`config.mk`:
```
export PLATFORM = sky130hd
export DESIGN_NAME = fgn_front
export DESIGN_NICKNAME = d
export VERILOG_FILES = /design/src/rtl/fgn_pkg.sv /design/src/rtl/fgn_front.sv
export SDC_FILE = /design/constraint.sdc
export NUM_CORES = 1
export LEC_CHECK = 0
export ABC_AREA = 1
export BUFFER_PORTS_ARGS = -buffer_cell sky130_fd_sc_hd__clkbuf_2
export CAP_MARGIN = 20
export CORE_MARGIN = 5
export CORE_UTILIZATION = 55
export DETAILED_ROUTE_END_ITERATION = 12
export MAX_ROUTING_LAYER = met4
export PLACE_DENSITY_LB_ADDON = 0.12
export SYNTH_ARGS = -nofsm -noshare
export SYNTH_HDL_FRONTEND = slang
export SYNTH_SLANG_ARGS = --single-unit
```
`constraint.sdc`:
```
create_clock -name clk -period 17.9 [get_ports clk]
set_input_delay 1.79 -clock clk [delete_from_list [all_inputs] [get_ports clk]]
set_output_delay 1.79 -clock clk [all_outputs]
set_load 0.1 [all_outputs]
```
`src/rtl/fgn_pkg.sv`:
```
package fgn_pkg;

    localparam int FRAC_BITS = 16;
    localparam int FIX_W = 24;
    localparam int GRAD_SHIFT = 15;
    localparam int NOISE_W = 20;
    localparam int QUO_W = NOISE_W;
    localparam int AMP_W = 32;
    localparam int AMP_SUM_W = 36;
    localparam int TOTAL_W = 64;
    localparam int PROD_W = FIX_W + AMP_W + 1;
    localparam int FREQ_W = 32;
    localparam int FQ_DEPTH = 2;
    localparam int FQ_PTR_W = 1;

    typedef logic signed [FIX_W-1:0] fixed_t;

    localparam fixed_t FIX_ONE = FIX_W'(1 << FRAC_BITS);
    localparam fixed_t FADE_K6 = FIX_W'(6);
    localparam fixed_t FADE_K15 = FIX_W'(15 << FRAC_BITS);
    localparam fixed_t FADE_K10 = FIX_W'(10 << FRAC_BITS);

    localparam logic signed [NOISE_W-1:0] OUT_MAX = NOISE_W'(524287);
    localparam logic signed [NOISE_W-1:0] OUT_MIN = NOISE_W'(-524288);

    localparam logic [AMP_W-1:0] AMP_START = AMP_W'(32768);
    localparam logic [FREQ_W-1:0] FREQ_START = FREQ_W'(1 << FRAC_BITS);

    localparam logic [3:0] OCTAVES_RESET = 4'd1;
    localparam logic [15:0] PERSIST_RESET = 16'd16384;
    localparam logic [15:0] LACUN_RESET = 16'd8192;

    localparam logic [1:0] REG_OCTAVES = 2'd0;
    localparam logic [1:0] REG_PERSIST = 2'd1;
    localparam logic [1:0] REG_LACUN = 2'd2;

    typedef enum logic [1:0] {
        CMD_LOAD   = 2'd0,
        CMD_PLAIN  = 2'd1,
        CMD_RIDGED = 2'd2,
        CMD_BILLOW = 2'd3
    } cmd_t;

    typedef struct packed {
        cmd_t               cmd;
        logic signed [31:0] x;
        logic signed [31:0] y;
        logic signed [31:0] z;
        logic [7:0]         idx;
        logic [7:0]         val;
    } item_t;

    typedef struct packed {
        logic [3:0]  octaves;
        logic [15:0] persistence;
        logic [15:0] lacunarity;
    } cfg_t;

    typedef struct packed {
        logic               start;
        cmd_t               mode;
        logic signed [31:0] x;
        logic signed [31:0] y;
        logic signed [31:0] z;
        logic [FREQ_W-1:0]  freq;
    } oct_req_t;

    typedef struct packed {
        logic       en;
        logic [7:0] addr;
        logic [7:0] data;
    } tbl_wr_t;

    typedef struct packed {
        logic                 start;
        logic [TOTAL_W-1:0]   dividend;
        logic [AMP_SUM_W-1:0] divisor;
    } div_req_t;

    typedef struct packed {
        logic             done;
        logic [QUO_W-1:0] quotient;
        logic             overflow;
    } div_rsp_t;

    typedef struct packed {
        logic signed [16:0] gx;
        logic signed [16:0] gy;
        logic signed [16:0] gz;
    } grad_t;

    localparam logic signed [16:0] G1 = 17'sd32768;
    localparam logic signed [16:0] NG1 = -17'sd32768;
    localparam logic signed [16:0] GH = 17'sd23170;
    localparam logic signed [16:0] NGH = -17'sd23170;
    localparam logic signed [16:0] GZ = 17'sd0;

    function automatic grad_t grad_vec(input logic [4:0] i);
        grad_t g;
        case (i)
            5'd0:  g = {G1, G1, GZ};
            5'd1:  g = {NG1, G1, GZ};
            5'd2:  g = {G1, NG1, GZ};
            5'd3:  g = {NG1, NG1, GZ};
            5'd4:  g = {G1, GZ, G1};
            5'd5:  g = {NG1, GZ, G1};
            5'd6:  g = {G1, GZ, NG1};
            5'd7:  g = {NG1, GZ, NG1};
            5'd8:  g = {GZ, G1, G1};
            5'd9:  g = {GZ, NG1, G1};
            5'd10: g = {GZ, G1, NG1};
            5'd11: g = {GZ, NG1, NG1};
            5'd12: g = {G1, G1, G1};
            5'd13: g = {NG1, G1, G1};
            5'd14: g = {G1, NG1, G1};
            5'd15: g = {NG1, NG1, G1};
            5'd16: g = {G1, G1, NG1};
            5'd17: g = {NG1, G1, NG1};
            5'd18: g = {G1, NG1, NG1};
            5'd19: g = {NG1, NG1, NG1};
            5'd20: g = {GZ, G1, GZ};
            5'd21: g = {GZ, NG1, GZ};
            5'd22: g = {G1, GZ, GZ};
            5'd23: g = {NG1, GZ, GZ};
            5'd24: g = {GZ, GZ, G1};
            5'd25: g = {GZ, GZ, NG1};
            5'd26: g = {GH, GH, GZ};
            5'd27: g = {NGH, GH, GZ};
            5'd28: g = {GH, NGH, GZ};
            5'd29: g = {NGH, NGH, GZ};
            5'd30: g = {GH, GZ, GH};
            default: g = {NGH, GZ, GH};
        endcase
        return g;
    endfunction

    function automatic fixed_t mulf(input fixed_t a, input fixed_t b);
        logic signed [2*FIX_W-1:0] p;
        p = a * b;
        p = p + (2*FIX_W)'(1 << (FRAC_BITS - 1));
        return p[FRAC_BITS+FIX_W-1:FRAC_BITS];
    endfunction

    function automatic fixed_t lerp(input fixed_t t, input fixed_t a, input fixed_t b);
        fixed_t d;
        d = b - a;
        return a + mulf(t, d);
    endfunction

    function automatic fixed_t grad(input logic [7:0] h, input fixed_t dx, input fixed_t dy,
                                    input fixed_t dz);
        grad_t g;
        logic signed [42:0] s;
        g = grad_vec(h[4:0]);
        s = $signed(g.gx) * dx + $signed(g.gy) * dy + $signed(g.gz) * dz;
        s = s + 43'sd16384;
        return s[GRAD_SHIFT+FIX_W-1:GRAD_SHIFT];
    endfunction

endpackage

```
`src/rtl/fgn_front.sv`:
```
module fgn_front (
    input  logic                clk,
    input  logic                rst_n,
    input  logic                push,
    output logic                full,
    input  logic [1:0]          command,
    input  logic signed [31:0]  coord_x,
    input  logic signed [31:0]  coord_y,
    input  logic signed [31:0]  coord_z,
    input  logic [7:0]          entry_index,
    input  logic [7:0]          entry_value,
    output logic                q_valid,
    output fgn_pkg::item_t      q_item,
    input  logic                q_pop
);

    fgn_pkg::item_t q_mem [fgn_pkg::FQ_DEPTH];
    fgn_pkg::item_t in_item;
    logic [fgn_pkg::FQ_PTR_W-1:0] wr_ptr_reg;
    logic [fgn_pkg::FQ_PTR_W-1:0] rd_ptr_reg;
    logic [fgn_pkg::FQ_PTR_W:0] cnt_reg;
    logic [fgn_pkg::FQ_PTR_W:0] cnt_next;
    logic push_ok;
    logic pop_ok;

    // Only the plain sum is three-dimensional; the other sums run at z = 0.
    always_comb
    begin
        in_item.cmd = fgn_pkg::cmd_t'(command);
        in_item.x = coord_x;
        in_item.y = coord_y;
        in_item.z = (fgn_pkg::cmd_t'(command) == fgn_pkg::CMD_PLAIN) ? coord_z : '0;
        in_item.idx = entry_index;
        in_item.val = entry_value;
    end

    assign full = (cnt_reg == (fgn_pkg::FQ_PTR_W + 1)'(fgn_pkg::FQ_DEPTH));
    assign q_valid = (cnt_reg != '0);
    assign q_item = q_mem[rd_ptr_reg];
    assign push_ok = push && !full;
    assign pop_ok = q_pop && q_valid;

    always_comb
    begin
        cnt_next = cnt_reg;
        if (push_ok && !pop_ok)
        begin
            cnt_next = cnt_reg + 1'b1;
        end
        else if (!push_ok && pop_ok)
        begin
            cnt_next = cnt_reg - 1'b1;
        end
    end

    always_ff @(posedge clk)
    begin
        if (push_ok)
        begin
            q_mem[wr_ptr_reg] <= in_item;
        end
    end

    always_ff @(posedge clk or negedge rst_n)
    begin
        if (!rst_n)
        begin
            wr_ptr_reg <= '0;
            rd_ptr_reg <= '0;
            cnt_reg <= '0;
        end
        else
        begin
            if (push_ok)
            begin
                wr_ptr_reg <= wr_ptr_reg + 1'b1;
            end
            if (pop_ok)
            begin
                rd_ptr_reg <= rd_ptr_reg + 1'b1;
            end
            cnt_reg <= cnt_next;
        end
    end

endmodule

```
==> results of run 1 <==
per-layer routing:
metal  wire length (um)  track usage  share of wire
met5                  0            -              0
met4                239       0.0431          0.013
met3               1280       0.0440          0.069
met2               9490        0.338           0.52
met1               7360        0.242           0.40
cells by family (layout without fill, tap and decap cells):
family,count (synthesis),count (layout),share of synthesized area
xor gates and xnor gates,1,1,0.000996
buffers and inverters,69,320,0.0393
DFF,232,232,0.790
and+or+nand+nor,392,392,0.168
AOI/OAI and AO/OA,1,1,0.000569
adders and majority gates,1,1,0.00142
cells in the final DEF (no fill, tap or decap), drive strengths merged, types with 2 or more instances in the layout:
cell	count
clkbuf	260
dfrtp	4
nor2	35
edfxtp	228
inv	41
buf	6
bufinv	2
clkinv	11
nand3	2
nand2	354
worst reg2reg max path, stage by stage (launching register included):
cell and delay (ns):
dfrtp_1 0.38, inv_1 0.11, nor2_1 0.08, nor2_1 0.17
nand2_1 0.15, inv_4 0.44, buf_4 0.85
worst min path at each step:
stage	depth (start not counted)	slack, ns	to
global route	2	0.54	cnt_reg[1]
detailed placement	2	0.48	cnt_reg[1]
floorplan	2	0.44	cnt_reg[1]
finish	2	0.49	cnt_reg[1]
CTS	2	0.50	cnt_reg[1]
global placement	2	0.45	cnt_reg[1]
layout make-up:
cell class | instances | area, um^2
multi-input combinational | 395 | 1510
tap | 216 | 270
sequential | 232 | 6950
timing repair buffer | 239 | 1260
clock inverter | 13 | 106
fill | 1164 | 4920
inverter | 41 | 159
clock buffer | 27 | 591
stage by stage:
step           worst slack [ns]  std cells
3_3_place_gp              13.55       1120
5_1_grt                   13.23       1163
2_1_floorplan             10.68        696
3_5_place_dp              13.87       1123
4_1_cts                   13.36       1163
6_report                  13.38       1163
==> impl_metrics.env, run 1 <==
export IMPL_status="finished clean"
export IMPL_grt_overflow=0
export IMPL_path_max_fanout=71
export IMPL_synth_edf_count=228
export IMPL_async_flop_share=0.0172
export IMPL_syn_nets=815
export IMPL_setup_viol_count_final=0
export IMPL_min_period_over_period=0.253
export IMPL_dpl_cell_area_um2=10200
export IMPL_endpoint="q_item[13]"
export IMPL_cts_made_buffers=23
export IMPL_core_area_um2=15800
export IMPL_final_core_util=0.688
export IMPL_rrSetupSlack_ns=15.26
export IMPL_drt_vias_per_instance=4.85
export IMPL_reg2reg_from="cnt_reg[1]"
export IMPL_synthToLayoutAreaGrowth_pct=23.4
export IMPL_worstHoldStart="cnt_reg[1]"
export IMPL_drc=0
export IMPL_max_freq_mhz=221
export IMPL_cts_tree="done"
export IMPL_cts_setup_buffers=0
export IMPL_synth_flop_cell="edfxtp_1"
export IMPL_synth_seq_cells=232
export IMPL_maxCapViolCount=0
export IMPL_synthCells=696
export IMPL_relSlewSlack=0.331
export IMPL_drt_iter0_markers=392
export IMPL_finClkSkew_ns=0.00714
export IMPL_die_h_um=136
export IMPL_cts_sinks=232
export IMPL_synth_top_cell_by_area="edfxtp_1"
export IMPL_cp_startpoint="rd_ptr_reg"
export IMPL_gp_congestion=0.767
export IMPL_clk_pin_slew_ns=0.06
export IMPL_seq_area_frac_synth=0.790
export IMPL_cp_top_family="buffers and inverters"
export IMPL_worst_pin_slew_ns=1.00
export IMPL_die_w_um=136
export IMPL_firstDrtPassIters=4
export IMPL_antenna_found_initial=0
export IMPL_root_buffer="clkbuf_16"
export IMPL_synthTopCellsByCount="354 x nand2_1, 228 x edfxtp_1, 40 x inv_1, 35 x nor2_1, 19 x buf_2"
export IMPL_grt_pass1_wl_mm=27.9
export IMPL_worstSetupPathType="reg2out"
export IMPL_start_util=0.558
export IMPL_largest_reg_flops=228
export IMPL_cts_path_max_buffers=3
export IMPL_start_kind="flop"
export IMPL_layout_min_cycle_time_ns=4.52
export IMPL_drive_above_1_share=0.287
export IMPL_pin_count=234
export IMPL_synth_top_area_share=0.778
export IMPL_hold_class="reg2reg"
export IMPL_yosysMostFrequentCell="nand2_1"
export IMPL_cp_slowest_stage_delay_ns=0.77
export IMPL_ant_nets=0
export IMPL_cpMostUsedCell="nand2_1"
export IMPL_avgSynthCellArea_um2=12.6
export IMPL_holdWs_ns=0.492
export IMPL_fin_area_um2=10900
export IMPL_arrival_ns=2.73
export IMPL_final_hold_violation_count=0
export IMPL_portBuffers=233
export IMPL_critical_path_depth=4
export IMPL_ys_top_cells_by_area="edfxtp_1 78%, nand2_1 15%, inv_1 1.7%"
export IMPL_fp_row_count=46
export IMPL_postCtsHoldBufs=0
export IMPL_rsz0062_at_grt="no"
export IMPL_r2r_end="q_mem[0][104]"
export IMPL_critical_path_required_ns=16.11
export IMPL_ys_types=14
export IMPL_insertion_delay_ns=0.48
export IMPL_grt_pass1_vias=5717
export IMPL_post_drt_wl_per_cell_um=15.8
export IMPL_n_antenna_cell=0
export IMPL_cts_resized_gates=0
export IMPL_rr_worst_depth=6
export IMPL_netlist_area_um2=8790
export IMPL_grt_max_degree=75
export IMPL_cp_cell_sequence="buf_4 -> nand2_1 -> nand2_1 -> clkbuf_2"
export IMPL_routed_wirelength_mm=18.4
export IMPL_layout_nets=1051
export IMPL_fp_dieArea_um2=18600
export IMPL_path_buf_inv=2
export IMPL_fin_tns_setup_ns=0
export IMPL_vias=5641
export IMPL_track_usage=0.197
export IMPL_drv_slew=0
export IMPL_end_kind="output pin"
export IMPL_dp_hpwl_mm=11.9
export IMPL_cp_slowest_cell="dfrtp_4"
export IMPL_yosysWarnings=0
export IMPL_cts_htree_levels=1
Power of run 1 is left out: the tool's default activity adds up to more than one toggle a clock period on the data nets, which glitch-free logic cannot reach.
==> run 2, diff against run 1 <==
ABC_AREA = 0   (was 1)
CORE_UTILIZATION = 47   (was 55)
clock period = 3.7 ns   (was 17.9 ns; I/O delays follow)
==> impl_metrics.env, run 2 <==
export IMPL_path_max_fanout=43
export IMPL_grt_busiest_layer="met2"
export IMPL_drive_above_1_share=0.574
export IMPL_fp_row_count=50
export IMPL_pin_count=234
export IMPL_yosysWarnings=0
export IMPL_seq_area_frac_synth=0.786
export IMPL_synth_flop_cell="edfxtp_1"
export IMPL_grt_max_degree=78
export IMPL_ant_nets=0
export IMPL_met2_usage=0.248
export IMPL_cp_top_family="flip-flops"
export IMPL_cp_slowest_stage_delay_ns=0.88
export IMPL_async_flop_share=0.0172
export IMPL_hold_class="in2reg"
export IMPL_gp_congestion=0.723
export IMPL_yosysMostFrequentCell="edfxtp_1"
export IMPL_ys_types=18
export IMPL_rrSetupSlack_ns=1.68
export IMPL_max_freq_mhz=350
export IMPL_antenna_found_initial=2
export IMPL_synth_seq_cells=232
export IMPL_cp_slowest_cell="dfrtp_4"
export IMPL_cts_setup_buffers=0
export IMPL_drc=0
export IMPL_status="finished clean"
export IMPL_cts_tree="done"
export IMPL_grt_pass1_vias=4828
export IMPL_routed_wirelength_mm=16.9
export IMPL_portBuffers=233
export IMPL_synthTopCellsByCount="228 x edfxtp_1, 64 x mux2_2, 50 x mux2_4, 32 x and2_1, 7 x buf_6"
export IMPL_layout_common_cells="233 x clkbuf_2, 228 x edfxtp_1, 64 x mux2_2"
export IMPL_final_hold_violation_count=0
export IMPL_insertion_delay_ns=0.50
export IMPL_start_kind="flop"
export IMPL_arrival_ns=2.49
export IMPL_endpoint="q_item[2]"
export IMPL_root_buffer="clkbuf_16"
export IMPL_synth_top_cell_by_area="edfxtp_1"
export IMPL_dpl_cell_area_um2=10300
export IMPL_reg2reg_from="cnt_reg[0]"
export IMPL_track_usage=0.157
export IMPL_largest_reg_flops=228
export IMPL_critical_path_depth=3
export IMPL_setup_viol_count_final=0
export IMPL_maxCapViolCount=0
export IMPL_layout_commonest_cell="clkbuf_2"
export IMPL_layout_min_cycle_time_ns=2.86
export IMPL_vias=4441
export IMPL_rsz0062_at_grt="no"
export IMPL_grt_pass1_wl_mm=26.0
export IMPL_dp_hpwl_mm=11.3
export IMPL_firstDrtPassIters=4
export IMPL_cts_resized_gates=0
export IMPL_cp_startpoint="rd_ptr_reg"
export IMPL_worstSetupPathType="reg2out"
export IMPL_synthCells=410
export IMPL_clk_pin_slew_ns=0.06
export IMPL_use_met1=0.196
export IMPL_syn_nets=529
export IMPL_drt_vias_per_instance=4.86
export IMPL_synth_top_area_share=0.774
export IMPL_worst_pin_slew_ns=0.682
export IMPL_path_buf_inv=2
export IMPL_synthToLayoutAreaGrowth_pct=25.0
export IMPL_layout_nets=780
export IMPL_grt_overflow=0
export IMPL_cp_cell_sequence="buf_12 -> mux2_2 -> clkbuf_2"
export IMPL_drt_iter0_markers=179
export IMPL_end_kind="output pin"
export IMPL_cts_made_buffers=25
export IMPL_cts_sinks=232
export IMPL_cts_htree_levels=1
export IMPL_avgSynthCellArea_um2=21.6
export IMPL_cts_path_max_buffers=3
export IMPL_min_period_over_period=0.773
export IMPL_gr_usage_met3=0.0546
export IMPL_netlist_area_um2=8840
export IMPL_nFillCells=1452
export IMPL_r2r_end="q_mem[1][95]"
export IMPL_die_w_um=147
export IMPL_fp_dieArea_um2=21700
export IMPL_finClkSkew_ns=0.0153
export IMPL_relSlewSlack=0.545
export IMPL_fin_area_um2=11100
export IMPL_start_util=0.474
export IMPL_rr_worst_depth=3
export IMPL_drv_slew=0
export IMPL_ys_top_cells_by_area="edfxtp_1 77%, mux2_4 8.5%, mux2_2 8.2%"
export IMPL_critical_path_required_ns=3.33
export IMPL_core_area_um2=18600
export IMPL_synth_edf_count=228
export IMPL_fin_tns_setup_ns=0
export IMPL_die_h_um=147
export IMPL_post_drt_wl_per_cell_um=18.5
-- run 2: how the worst min path moves through the flow --
stage,depth (start not counted),end,slack [ns],from
final,1,q_mem[1][102],0.05,coord_x[22]
after global routing,1,q_mem[1][53],0.03,coord_y[5]
after CTS,1,q_mem[1][102],0.03,coord_x[22]
after detailed placement,1,cnt_reg[1],0.19,rst_n
after global placement,1,cnt_reg[1],0.18,rst_n
after floorplan,0,cnt_reg[0],0.07,rst_n
-- run 2: metal layers --
layer,part of all wire,wire (um)
met5,0,0
met4,0.017,280
met3,0.095,1600
met2,0.48,8100
met1,0.41,6910
-- run 2: cell type report --
type	instances	area, um^2	area share
tap	234	293	0.0265
antenna	2	5.00	0.000453
timing repair buffer	240	1280	0.116
multi-input combinational	160	1780	0.161
sequential	232	6950	0.629
clock buffer	33	656	0.0593
inverter	2	7.51	0.000679
clock inverter	11	80.1	0.00724
-- run 2: through the flow --
stage / setup WS (ns) / utilization / hold slack, ns / std cells
2_1_floorplan: 0.00335 / - / 0.0744 / 410
3_3_place_gp: 1.32 / 0.552 / 0.181 / 866
3_5_place_dp: 1.32 / 0.552 / 0.189 / 866
4_1_cts: 0.781 / 0.592 / 0.0275 / 911
5_1_grt: 0.708 / 0.593 / 0.0266 / 914
6_report: 0.840 / 0.593 / 0.0548 / 914
-- run 2: repair_timing --
item                       4_1_cts  5_1_grt
hold endpoints to repair         4        0
hold buffers                     1        0
setup endpoints to repair        0        0
-- run 2: cell families (layout without fill, tap and decap cells) --
logic type,after synthesis,in the layout,synth area share
adders and majority gates,1,1,0.00141
other,0,2,0
DFF,232,232,0.786
xor gates and xnor gates,5,5,0.00495
and+or+nand+nor,40,40,0.0272
muxes,114,114,0.166
buffers and inverters,18,286,0.0144
Power of run 2 is left out for the same reason.
==> run 3, diff against run 2 <==
CORE_UTILIZATION = 52   (was 47)
clock period = 3 ns   (was 3.7 ns; I/O delays follow)
==> impl_metrics.env, run 3 (same netlist as run 2, synthesis figures left out) <==
export IMPL_gr_usage_met3=0.0453
export IMPL_cts_path_max_buffers=3
export IMPL_routed_wirelength_mm=17.7
export IMPL_grt_overflow=0
export IMPL_min_period_over_period=0.888
export IMPL_met2_usage=0.297
export IMPL_cts_tree="done"
export IMPL_use_met1=0.213
export IMPL_nFillCells=1065
export IMPL_path_buf_inv=2
export IMPL_pin_count=234
export IMPL_dp_hpwl_mm=11.6
export IMPL_track_usage=0.178
export IMPL_cts_made_buffers=24
export IMPL_hold_class="in2reg"
export IMPL_path_max_fanout=36
export IMPL_die_w_um=140
export IMPL_cts_setup_buffers=0
export IMPL_setup_viol_count_final=0
export IMPL_gp_congestion=0.780
export IMPL_start_util=0.531
export IMPL_antenna_found_initial=1
export IMPL_cp_slowest_cell="dfrtp_4"
export IMPL_drive_above_1_share=0.519
export IMPL_cp_top_family="flip-flops"
export IMPL_die_h_um=140
export IMPL_layout_min_cycle_time_ns=2.66
export IMPL_final_core_util=0.716
export IMPL_layout_nets=863
export IMPL_cp_cell_sequence="buf_12 -> mux2_2 -> clkbuf_2"
export IMPL_cts_htree_levels=1
export IMPL_finClkSkew_ns=0.00866
export IMPL_critical_path_required_ns=2.70
export IMPL_cts_resized_gates=0
export IMPL_register_area_um2=6950
export IMPL_grt_pass1_vias=5159
export IMPL_drt_vias_per_instance=4.87
export IMPL_final_hold_violation_count=0
export IMPL_synthToLayoutAreaGrowth_pct=34.8
export IMPL_insertion_delay_ns=0.50
export IMPL_rsz0062_at_grt="no"
export IMPL_max_freq_mhz=376
export IMPL_status="finished clean"
export IMPL_drt_iter0_markers=170
export IMPL_root_buffer="clkbuf_16"
export IMPL_firstDrtPassIters=4
export IMPL_fin_tns_setup_ns=0
export IMPL_worstSetupPathType="reg2out"
export IMPL_cts_sinks=232
export IMPL_worst_pin_slew_ns=0.590
export IMPL_portBuffers=233
export IMPL_core_area_um2=16600
export IMPL_drc=0
export IMPL_drv_slew=0
export IMPL_start_kind="flop"
export IMPL_arrival_ns=2.36
export IMPL_ant_nets=0
export IMPL_vias=4785
export IMPL_multi_input_area_um2=1780
export IMPL_fp_dieArea_um2=19700
export IMPL_end_kind="output pin"
export IMPL_maxCapViolCount=0
export IMPL_post_drt_wl_per_cell_um=18.0
export IMPL_grt_max_degree=54
export IMPL_layout_commonest_cell="clkbuf_2"
export IMPL_grt_pass1_wl_mm=27.0
export IMPL_largest_reg_flops=228
export IMPL_fp_row_count=47
export IMPL_cp_slowest_stage_delay_ns=0.74
export IMPL_clk_pin_slew_ns=0.06
export IMPL_postCtsHoldBufs=82
export IMPL_grt_busiest_layer="met2"
export IMPL_layout_common_cells="233 x clkbuf_2, 228 x edfxtp_1, 82 x dlygate4sd3_1"
export IMPL_relSlewSlack=0.606
## run 3: cell types whose count changed in the layout (fill, tap and decap cells not counted), sizes merged
cell / before / now
buf: 6 / 9
bufinv: 1 / 2
clkbuf: 266 / 265
clkinv: 9 / 8
clkinvlp: 0 / 1
diode: 2 / 1
dlygate4sd3: 1 / 82
inv: 3 / 2
## run 3: per-stage QoR
stage	std cells	cell area, um^2	hold slack, ns	worst slack [ns]
floorplan	410	8850	0.00441	0.238
global placement	855	10300	0.109	0.861
detailed placement	856	10300	0.118	0.856
CTS	981	11900	0.00693	0.308
global route	982	11900	0.0123	0.253
finish	982	11900	0.0251	0.337
## run 3: cell type report
| class | instances | share of cell area |
|---|---|---|
| multi-input combinational | 160 | 0.150 |
| clock buffer | 32 | 0.0555 |
| tap | 220 | 0.0231 |
| inverter | 2 | 0.000630 |
| clock inverter | 11 | 0.00871 |
| sequential | 232 | 0.583 |
| timing repair buffer | 324 | 0.179 |
| antenna | 1 | 0.000210 |
## run 3: final timing paths
check	from	endpoint	slack, ns	cells past startpoint
worst max-delay path	rd_ptr_reg	q_item[0]	0.34	3
worst min-delay path	command[1]	q_mem[1][113]	0.03	1
worst max register to register	cnt_reg[0]	q_mem[0][20]	1.05	4
worst min register to register	cnt_reg[1]	cnt_reg[1]	0.51	1
max in group asynchronous	rst_n	rd_ptr_reg	2.69	2
min in group asynchronous	rst_n	wr_ptr_reg	0.17	2
## run 3: layer usage
layer	part of all wire	wire, um
met1	0.38	6790
met2	0.51	9000
met3	0.079	1390
met4	0.027	473
met5	0	0
Power of run 3 is left out for the same reason.
